File: src/hw/rtl/fprc_pkg.sv
`timescale 1ns / 1ps
`default_nettype none

package fprc_pkg;

    // Parser phases; codes without a member are treated as the hunt.
    typedef enum logic [2:0] {
        PH_HUNT    = 3'd0,
        PH_TYPE    = 3'd1,
        PH_LEN     = 3'd2,
        PH_CRC_LO  = 3'd3,
        PH_CRC_HI  = 3'd4,
        PH_PAYLOAD = 3'd5
    } t_phase;

    // Result status codes.
    typedef enum logic [1:0] {
        ST_NONE    = 2'd0,
        ST_ACCEPT  = 2'd1,
        ST_CRC_BAD = 2'd2,
        ST_LEN_BAD = 2'd3
    } t_status;

    // Request types on the input channel.
    localparam logic REQ_RX_BYTE = 1'b0;
    localparam logic REQ_READ    = 1'b1;

    localparam logic [7:0]  START_BYTE = 8'hA1;
    localparam logic [15:0] CRC_INIT   = 16'hFFFF;

    // Payload memory access issued by the parser for one transfer.
    typedef struct packed {
        logic       wr_en;
        logic [7:0] wr_addr;
        logic [7:0] wr_data;
        logic       rd_en;
        logic [7:0] rd_addr;
    } t_mem_req;

    // One byte of the reflected CRC-16 (MCRF4XX) update.
    function automatic logic [15:0] crc_step(input logic [7:0] value, input logic [15:0] crc);
        logic [7:0]  b;
        logic [15:0] w;
        b = value ^ crc[7:0];
        b = b ^ (b << 4);
        w = {8'h00, b};
        return {b, crc[15:8]} ^ (w >> 4) ^ (w << 3);
    endfunction

endpackage

`default_nettype wire

File: src/hw/rtl/fprc_in_if.sv
`timescale 1ns / 1ps
`default_nettype none

// Input channel: one received byte or one payload read request per transfer.
interface fprc_in_if;
    logic       valid;
    logic       ready;
    logic       req_type;
    logic [7:0] rx_byte;
    logic [7:0] read_index;

    modport source (output valid, output req_type, output rx_byte, output read_index,
                    input ready);
    modport sink (input valid, input req_type, input rx_byte, input read_index,
                  output ready);
endinterface

`default_nettype wire

File: src/hw/rtl/fprc_out_if.sv
`timescale 1ns / 1ps
`default_nettype none

// Output channel: one result per accepted input transfer.
interface fprc_out_if;
    logic       valid;
    logic       ready;
    logic [1:0] status;
    logic [7:0] packet_type;
    logic [7:0] packet_length;
    logic [7:0] read_data;

    modport source (output valid, output status, output packet_type, output packet_length,
                    output read_data, input ready);
    modport sink (input valid, input status, input packet_type, input packet_length,
                  input read_data, output ready);
endinterface

`default_nettype wire

File: src/hw/rtl/fprc_parser.sv
`timescale 1ns / 1ps
`default_nettype none

// Frame parser: phase sequencer, running CRC and frame header registers.
module fprc_parser #(
    parameter int MAX_PAYLOAD = 200
) (
    input  wire logic            i_clk,
    input  wire logic            i_rst_n,
    input  wire logic            i_accept,
    input  wire logic            i_req_type,
    input  wire logic [7:0]      i_rx_byte,
    input  wire logic [7:0]      i_read_index,
    output fprc_pkg::t_mem_req   o_mem_req,
    output fprc_pkg::t_status    o_status,
    output logic [7:0]           o_packet_type,
    output logic [7:0]           o_packet_length
);

    localparam logic [7:0] MAX_LEN = 8'(MAX_PAYLOAD);

    fprc_pkg::t_phase r_phase, n_phase;
    logic [7:0]       r_type, n_type;
    logic [7:0]       r_length, n_length;
    logic [15:0]      r_sent_crc, n_sent_crc;
    logic [15:0]      r_crc, n_crc;
    logic [7:0]       r_count, n_count;
    logic [15:0]      crc_next;
    logic             is_rx;

    assign crc_next = fprc_pkg::crc_step(i_rx_byte, r_crc);
    assign is_rx    = i_accept && (i_req_type == fprc_pkg::REQ_RX_BYTE);

    // Next state, memory access and result fields for the current transfer.
    always_comb begin
        n_phase    = r_phase;
        n_type     = r_type;
        n_length   = r_length;
        n_sent_crc = r_sent_crc;
        n_crc      = r_crc;
        n_count    = r_count;
        o_status   = fprc_pkg::ST_NONE;
        o_mem_req  = '0;

        if (i_accept && (i_req_type == fprc_pkg::REQ_READ)) begin
            o_mem_req.rd_en   = (i_read_index < MAX_LEN);
            o_mem_req.rd_addr = i_read_index;
        end

        if (is_rx) begin
            case (r_phase)
                fprc_pkg::PH_TYPE: begin
                    n_type  = i_rx_byte;
                    n_crc   = crc_next;
                    n_phase = fprc_pkg::PH_LEN;
                end
                fprc_pkg::PH_LEN: begin
                    if (i_rx_byte <= MAX_LEN) begin
                        n_length = i_rx_byte;
                        n_crc    = crc_next;
                        n_phase  = fprc_pkg::PH_CRC_LO;
                    end else begin
                        n_length = 8'h00;
                        o_status = fprc_pkg::ST_LEN_BAD;
                        n_phase  = fprc_pkg::PH_HUNT;
                    end
                end
                fprc_pkg::PH_CRC_LO: begin
                    n_sent_crc = {8'h00, i_rx_byte};
                    n_phase    = fprc_pkg::PH_CRC_HI;
                end
                fprc_pkg::PH_CRC_HI: begin
                    n_sent_crc = {i_rx_byte, r_sent_crc[7:0]};
                    if (r_length == 8'h00) begin
                        o_status = (n_sent_crc == r_crc) ? fprc_pkg::ST_ACCEPT
                                                         : fprc_pkg::ST_CRC_BAD;
                        n_phase  = fprc_pkg::PH_HUNT;
                    end else begin
                        n_phase = fprc_pkg::PH_PAYLOAD;
                    end
                end
                fprc_pkg::PH_PAYLOAD: begin
                    o_mem_req.wr_en   = (r_count < MAX_LEN);
                    o_mem_req.wr_addr = r_count;
                    o_mem_req.wr_data = i_rx_byte;
                    n_crc             = crc_next;
                    n_count           = r_count + 8'd1;
                    if (n_count >= r_length) begin
                        o_status = (r_sent_crc == crc_next) ? fprc_pkg::ST_ACCEPT
                                                            : fprc_pkg::ST_CRC_BAD;
                        n_phase  = fprc_pkg::PH_HUNT;
                    end
                end
                default: begin
                    n_phase = fprc_pkg::PH_HUNT;
                    if (i_rx_byte == fprc_pkg::START_BYTE) begin
                        n_crc   = fprc_pkg::CRC_INIT;
                        n_count = 8'h00;
                        n_phase = fprc_pkg::PH_TYPE;
                    end
                end
            endcase
        end

        o_packet_type   = n_type;
        o_packet_length = n_length;
    end

    // Parser state registers.
    always_ff @(posedge i_clk) begin
        if (!i_rst_n) begin
            r_phase    <= fprc_pkg::PH_HUNT;
            r_type     <= 8'h00;
            r_length   <= 8'h00;
            r_sent_crc <= 16'h0000;
            r_crc      <= fprc_pkg::CRC_INIT;
            r_count    <= 8'h00;
        end else begin
            r_phase    <= n_phase;
            r_type     <= n_type;
            r_length   <= n_length;
            r_sent_crc <= n_sent_crc;
            r_crc      <= n_crc;
            r_count    <= n_count;
        end
    end

endmodule

`default_nettype wire

File: src/hw/rtl/fprc_payload_mem.sv
`timescale 1ns / 1ps
`default_nettype none

// Payload store: one write port, one registered read port.
module fprc_payload_mem #(
    parameter int DEPTH = 200
) (
    input  wire logic                i_clk,
    input  wire fprc_pkg::t_mem_req  i_req,
    output logic [7:0]               o_rd_data
);

    localparam int AW = (DEPTH > 1) ? $clog2(DEPTH) : 1;

    logic [7:0] r_mem [0:DEPTH-1];
    logic [7:0] r_rd_data;

    // Write the payload byte at the current position.
    always_ff @(posedge i_clk) begin
        if (i_req.wr_en) begin
            r_mem[i_req.wr_addr[AW-1:0]] <= i_req.wr_data;
        end
    end

    // Read data is captured only on a read request and held otherwise.
    always_ff @(posedge i_clk) begin
        if (i_req.rd_en) begin
            r_rd_data <= r_mem[i_req.rd_addr[AW-1:0]];
        end
    end

    assign o_rd_data = r_rd_data;

endmodule

`default_nettype wire

File: src/hw/rtl/framed_packet_receiver_crc16_core.sv
`timescale 1ns / 1ps
// A result appears in the cycle after its input transfer is accepted.
// One transfer per cycle unless stalled; the phase update, the byte CRC step
// and the payload memory access all complete in the cycle of acceptance.
// The input is ready whenever the result register is empty or being drained.
// Reset (synchronous, active low) returns the parser to the start-byte hunt
// and empties the result register; the payload memory is not cleared.
`default_nettype none

module framed_packet_receiver_crc16_core #(
    parameter int MAX_PAYLOAD = 200
) (
    input  wire logic  i_clk,
    input  wire logic  i_rst_n,
    fprc_in_if.sink    i_rx,
    fprc_out_if.source o_res
);

    logic               accept;
    fprc_pkg::t_mem_req mem_req;
    fprc_pkg::t_status  status_next;
    logic [7:0]         type_next;
    logic [7:0]         length_next;
    logic [7:0]         mem_rd_data;

    logic               r_valid;
    fprc_pkg::t_status  r_status;
    logic [7:0]         r_type;
    logic [7:0]         r_length;
    logic               r_rd_sel;

    // A new transfer is taken whenever the result register frees up.
    assign i_rx.ready = !r_valid || o_res.ready;
    assign accept     = i_rx.valid && i_rx.ready;

    fprc_parser #(
        .MAX_PAYLOAD (MAX_PAYLOAD)
    ) u_parser (
        .i_clk           (i_clk),
        .i_rst_n         (i_rst_n),
        .i_accept        (accept),
        .i_req_type      (i_rx.req_type),
        .i_rx_byte       (i_rx.rx_byte),
        .i_read_index    (i_rx.read_index),
        .o_mem_req       (mem_req),
        .o_status        (status_next),
        .o_packet_type   (type_next),
        .o_packet_length (length_next)
    );

    fprc_payload_mem #(
        .DEPTH (MAX_PAYLOAD)
    ) u_mem (
        .i_clk     (i_clk),
        .i_req     (mem_req),
        .o_rd_data (mem_rd_data)
    );

    // Result register valid flag.
    always_ff @(posedge i_clk) begin
        if (!i_rst_n) begin
            r_valid <= 1'b0;
        end else if (i_rx.ready) begin
            r_valid <= i_rx.valid;
        end
    end

    // Result payload, loaded together with the memory read data.
    always_ff @(posedge i_clk) begin
        if (accept) begin
            r_status <= status_next;
            r_type   <= type_next;
            r_length <= length_next;
            r_rd_sel <= mem_req.rd_en;
        end
    end

    assign o_res.valid         = r_valid;
    assign o_res.status        = r_status;
    assign o_res.packet_type   = r_type;
    assign o_res.packet_length = r_length;
    assign o_res.read_data     = r_rd_sel ? mem_rd_data : 8'h00;

    // A rejected length always reports a zero packet length.
    a_len_reject_zero: assert property (@(posedge i_clk) disable iff (!i_rst_n)
        (r_valid && (r_status == fprc_pkg::ST_LEN_BAD)) |-> (r_length == 8'h00))
        else $error("length rejection with nonzero packet length");

    // Read data is only ever returned alongside a neutral status.
    a_read_no_status: assert property (@(posedge i_clk) disable iff (!i_rst_n)
        (r_valid && r_rd_sel) |-> (r_status == fprc_pkg::ST_NONE))
        else $error("read result carries a frame status");

    // The reported length never exceeds the payload store.
    a_len_bound: assert property (@(posedge i_clk) disable iff (!i_rst_n)
        r_valid |-> (r_length <= 8'(MAX_PAYLOAD)))
        else $error("packet length above maximum payload");

    // An accepted transfer always produces a result in the next cycle.
    a_accept_result: assert property (@(posedge i_clk) disable iff (!i_rst_n)
        accept |=> r_valid)
        else $error("accepted transfer produced no result");

endmodule

`default_nettype wire
File: src/flat_wrapper.sv
// flat-port wrapper written by rule: the top's interface ports become plain ports
module framed_packet_receiver_crc16_core_flat 
#(
    parameter int MAX_PAYLOAD = 200
)
  (i_clk, i_rst_n, i_rx_valid, i_rx_req_type, i_rx_rx_byte, i_rx_read_index, i_rx_ready, o_res_valid, o_res_status, o_res_packet_type, o_res_packet_length, o_res_read_data, o_res_ready);
  fprc_in_if i_rx_i ();
  fprc_out_if o_res_i ();
  input  wire logic i_clk;
  input  wire logic i_rst_n;
  input wire logic [$bits(i_rx_i.valid)-1:0] i_rx_valid;
  input wire logic [$bits(i_rx_i.req_type)-1:0] i_rx_req_type;
  input wire logic [$bits(i_rx_i.rx_byte)-1:0] i_rx_rx_byte;
  input wire logic [$bits(i_rx_i.read_index)-1:0] i_rx_read_index;
  output wire logic [$bits(i_rx_i.ready)-1:0] i_rx_ready;
  output wire logic [$bits(o_res_i.valid)-1:0] o_res_valid;
  output wire logic [$bits(o_res_i.status)-1:0] o_res_status;
  output wire logic [$bits(o_res_i.packet_type)-1:0] o_res_packet_type;
  output wire logic [$bits(o_res_i.packet_length)-1:0] o_res_packet_length;
  output wire logic [$bits(o_res_i.read_data)-1:0] o_res_read_data;
  input wire logic [$bits(o_res_i.ready)-1:0] o_res_ready;
  assign i_rx_i.valid = i_rx_valid;
  assign i_rx_i.req_type = i_rx_req_type;
  assign i_rx_i.rx_byte = i_rx_rx_byte;
  assign i_rx_i.read_index = i_rx_read_index;
  assign i_rx_ready = i_rx_i.ready;
  assign o_res_valid = o_res_i.valid;
  assign o_res_status = o_res_i.status;
  assign o_res_packet_type = o_res_i.packet_type;
  assign o_res_packet_length = o_res_i.packet_length;
  assign o_res_read_data = o_res_i.read_data;
  assign o_res_i.ready = o_res_ready;
  framed_packet_receiver_crc16_core #(.MAX_PAYLOAD(MAX_PAYLOAD)) u_core (.i_clk(i_clk), .i_rst_n(i_rst_n), .i_rx(i_rx_i), .o_res(o_res_i));
endmodule
File: config.mk
export PLATFORM = sky130hd
export DESIGN_NAME = framed_packet_receiver_crc16_core_flat
export DESIGN_NICKNAME = d
export VERILOG_FILES = /design/src/hw/rtl/fprc_pkg.sv /design/src/hw/rtl/fprc_in_if.sv /design/src/hw/rtl/fprc_out_if.sv /design/src/hw/rtl/fprc_parser.sv /design/src/hw/rtl/fprc_payload_mem.sv /design/src/hw/rtl/framed_packet_receiver_crc16_core.sv /design/src/flat_wrapper.sv
export SDC_FILE = /design/constraint.sdc
export NUM_CORES = 2
export LEC_CHECK = 0
export BUFFER_PORTS_ARGS = -buffer_cell sky130_fd_sc_hd__buf_2
export CAP_MARGIN = 20
export CORE_UTILIZATION = 56
export CTS_CLUSTER_DIAMETER = 120
export CTS_CLUSTER_SIZE = 40
export DETAILED_ROUTE_END_ITERATION = 6
export HOLD_SLACK_MARGIN = 0.08
export MAX_ROUTING_LAYER = met4
export PLACE_DENSITY = 0.77
export SLEW_MARGIN = 20
export SYNTH_ARGS = -nofsm -noshare
export SYNTH_HDL_FRONTEND = slang
export SYNTH_HIERARCHICAL = 1
export SYNTH_SLANG_ARGS = --single-unit
export TNS_END_PERCENT = 30
File: constraint.sdc
create_clock -name i_clk -period 6.4 [get_ports i_clk]
set_input_delay 1.6 -clock i_clk [delete_from_list [all_inputs] [get_ports i_clk]]
set_output_delay 1.6 -clock i_clk [all_outputs]
set_load 0.03 [all_outputs]
==> metrics.md <==
| Metric | Value |
|---|---|
| Top cell type's share of synthesized area | 0.730 |
| Clock Skew | 0.0488 ns |
| Crit Path Class | in -> reg |
| Layout Area Growth over Synthesis | 5.53% |
| Final worst path period share | 0.749 |
| Pre-antenna DRT Iters | 5 |
| Synth Warn # | 6 |
| Synth async-reset ratio | 0 |
| Storage cell area | 0.0501 mm^2 |
| Register area share after synthesis | 0.748 |
| Setup bufs post-CTS | 0 |
| CP max stage delay | 0.81 ns |
| DRT antenna net count | 0 |
| Area of the core | 0.118 mm^2 |
| Clk pwr share | 0.263 |
| Critical path launch point type | primary input |
| Cts hold-fix bufs | 0 |
| Initial antenna violation count | 4 |
| # Max-Cap Violations | 0 |
| CTS buffer count | 48 |
| Most frequent cells in the layout | edfxtp_1 (1,627), mux4_2 (342), nor2_1 (221) |
| Synthesized area | 0.0670 mm^2 |
| CTS sink count | 1,687 |
| Syn Inst Count | 3,427 |
| RD Place Congestion | 0.910 |
| Design Power | 16.9 mW |
| Synth area leader | edfxtp_1 |
| Finished Layout Cells | 5,028 |
| Area taken by multi-input logic gates | 0.0156 mm^2 |
| Share of layout cells above drive strength 1 | 0.194 |
| Net Sw Power | 3.34 mW |
| Hold WC Path Type | reg -> reg |
| Setup ws final | 1.61 ns |
| Placed Cells | 4,960 |
| Switching Fraction | 0.198 |
| Worst slew pin tran | 1.13 ns |
| Starting DRT DRC Count | 4,323 |
| Io pins | 49 |
| Fill cell count | 8,200 |
| CTS H-tree lvls | 2 |
| # setup viols final | 0 |
| Worst Path Max Fanout | 19 |
| Worst slew margin | 0.244 |
| Critical Path Sink Type | flip-flop |
| Outcome | finished clean |
| Syn Area/Cell | 19.5 um^2 |
| TritonCTS clock tree | yes |
| RSZ-0062 raised after global routing | no |
| Drt via density | 6.68 |
| Delay-heaviest family, CP | simple AND/OR/NAND/NOR gates |
| Final instance area | 0.0707 mm^2 |
| Initial Utilization | 0.566 |
| Setup WS pre-CTS | 0.936 ns |
| Clock latency on the worst-skew pair | 0.74 ns |
| Synth unique cells | 73 |
| Hpwl dp | 98,400 um |
| Placed instance area | 0.0693 mm^2 |
| PwrDens | 239 mW/mm^2 |
| FMAX | 209 MHz |
| Commonest non-fill, non-tap cell in the layout | edfxtp_1 |
| # rows | 126 |
| Prevailing post-synth register cell | edfxtp_1 |
| Clk slew on worst S/H paths | 0.15 ns |
| Worst vdd ir | 0.263 mV |
| Clock root cell | clkbuf_16 |
| Vias | 33,600 |
| Largest cells by area after synthesis | edfxtp_1 (73%), mux4_2 (12%), mux2i_1 (1.8%) |
| CTS Buffer Depth | 3 |
| Buf/Inv on CP | 3 |
| Gr usage total | 0.261 |
| DIE HEIGHT | 348 um |
| Vias in the first global route | 32,700 |
| Number of synthesized register bits | 1,687 |
| Core Util, Final | 0.598 |
| Syn_nets | 3,457 |
| Die area | 0.121 mm^2 |
| Die X | 348 um |
| Final wirelength | 153,000 um |
| EDFF count, synth | 1,627 |
| Largest net degree at the start of global routing | 117 |
| Avg WL per Cell | 30.5 um |
| Gates resized, CTS repair | 0 |
| Reg power frac | 0.707 |
| Logic gate share of total power | 0.030 |
| Data arrival, critical path | 5.27 ns |
| First-pass GRT wire length | 223,000 um |
| Slowest CP cell | nor3_1 |
| DRC viols | 0 |
| Post-layout net count | 3,505 |
| Crit path cell chain | buf_2 -> nand2b_4 -> and2_4 -> and3_4 -> buf_12 -> buf_4 -> mux4_2 -> o211ai_1 -> nand4_1 -> nor3_1 -> a211oi_2 |
| Overflow after GRT | 0 |
| CP required | 6.88 ns |
| P_leak | 24.9 nW |
| Endpoints failing hold | 0 |
| Cell internal pwr | 13.5 mW |
| Final min period | 4.79 ns |
| IO buf count | 48 |
| Slew Viols, Final | 0 |
## cells in the mapped netlist (all sizes together), types with 9 or more instances
| master | number |
|---|---|
| mux4 | 343 |
| inv | 17 |
| nor3 | 35 |
| o211ai | 21 |
| xnor2 | 22 |
| edfxtp | 1627 |
| a21boi | 18 |
| o21ai | 17 |
| and3 | 14 |
| and2 | 50 |
| xor2 | 37 |
| nor2 | 222 |
| o22ai | 39 |
| a22o | 23 |
| mux2 | 40 |
| buf | 125 |
| nand2b | 20 |
| nand3 | 26 |
| a31oi | 23 |
| nand4 | 19 |
| nor4 | 12 |
| a211oi | 25 |
| or2 | 9 |
| dfxtp | 60 |
| a21oi | 30 |
| a22oi | 73 |
| a221oi | 41 |
| nor3b | 19 |
| nor2b | 38 |
| ha | 9 |
| clkbuf | 81 |
| mux2i | 123 |
| nand2 | 119 |
## power by group through the flow
stage          clock, mW  combinational, mW  sequential (mW)
2_1_floorplan          0              0.357             12.2
3_3_place_gp           0              0.504             12.2
3_5_place_dp           0              0.509             12.2
4_1_cts             4.48              0.510             11.9
5_1_grt             4.78              0.539             11.9
6_report            4.43              0.515             11.9
## sequential cells by signal, indices dropped and copies added (netlist names)
name / cells
u_core/u_parser/r_count: 8
u_core/u_parser/r_crc: 16
u_core/o_res.packet_type: 8
u_core/u_parser/r_length: 8
u_core/u_mem/o_rd_data: 8
u_core/o_res.status: 2
u_core/r_rd_sel: 1
u_core/u_parser/r_type: 8
u_core/o_res.packet_length: 8
u_core/u_parser/r_sent_crc: 16
u_core/o_res.valid: 1
u_core/u_mem/r_mem: 1600
u_core/u_parser/r_phase: 3
## through the flow
step	TNS (ns)	hold slack (ns)
after floorplan	-11.97	0.466
after global placement	0	0.488
after detailed placement	0	0.503
after CTS	0	0.518
after global routing	0	0.542
final	0	0.517
## routing by layer
layer / track usage / routed length [um] / vias up
met5: - / 0 / -
met4: 0.0829 / 5280 / 0
met3: 0.0493 / 16200 / 235
met2: 0.401 / 73300 / 1931
met1: 0.359 / 58400 / 17500
li1: - / - / 13900
## worst reg2reg max path, cell delays in order, from the launching register on
cell	delay (ns)
dfxtp_1	0.36
nand2b_4	0.08
and2_4	0.26
and3_4	0.51
buf_12	0.27
buf_4	0.40
mux4_2	0.58
o211ai_1	0.28
nand4_1	0.31
nor3_1	0.81
a211oi_2	0.05
## final timing paths
path              slack [ns]                        end  cells past startpoint          startpoint
setup / recovery        1.61  u_core/u_mem/o_rd_data[5]                     11         o_res_ready
hold / removal          0.52         u_core/o_res.valid                      2  u_core/o_res.valid
setup reg to reg        2.24  u_core/u_mem/o_rd_data[5]                     10  u_core/o_res.valid
hold reg to reg         0.52         u_core/o_res.valid                      2  u_core/o_res.valid
## cell type report
cell class / instances / share of cell area
inverters: 17 / 0.000903
repair buffers: 204 / 0.0240
clock inverters: 4 / 0.000903
clock buffers: 58 / 0.0178
flip-flops and latches: 1687 / 0.708
diodes: 5 / 0.000177
well taps: 1536 / 0.0272
multi-input cells: 1517 / 0.221
## logic make-up (layout without fill, tap and decap cells)
family	count (synthesis)	after routing	synth area share
AO/OA/AOI/OAI	345	345	0.0382
flip-flops	1687	1687	0.748
AND/OR/NAND/NOR	597	597	0.0429
XOR/XNOR	60	60	0.00863
multiplexers	506	506	0.141
adder cells (fa/ha/maj)	9	9	0.00168
other	0	5	0
buffers and inverters	223	283	0.0205
No activity file was read; power rests on OpenSTA's default activity.
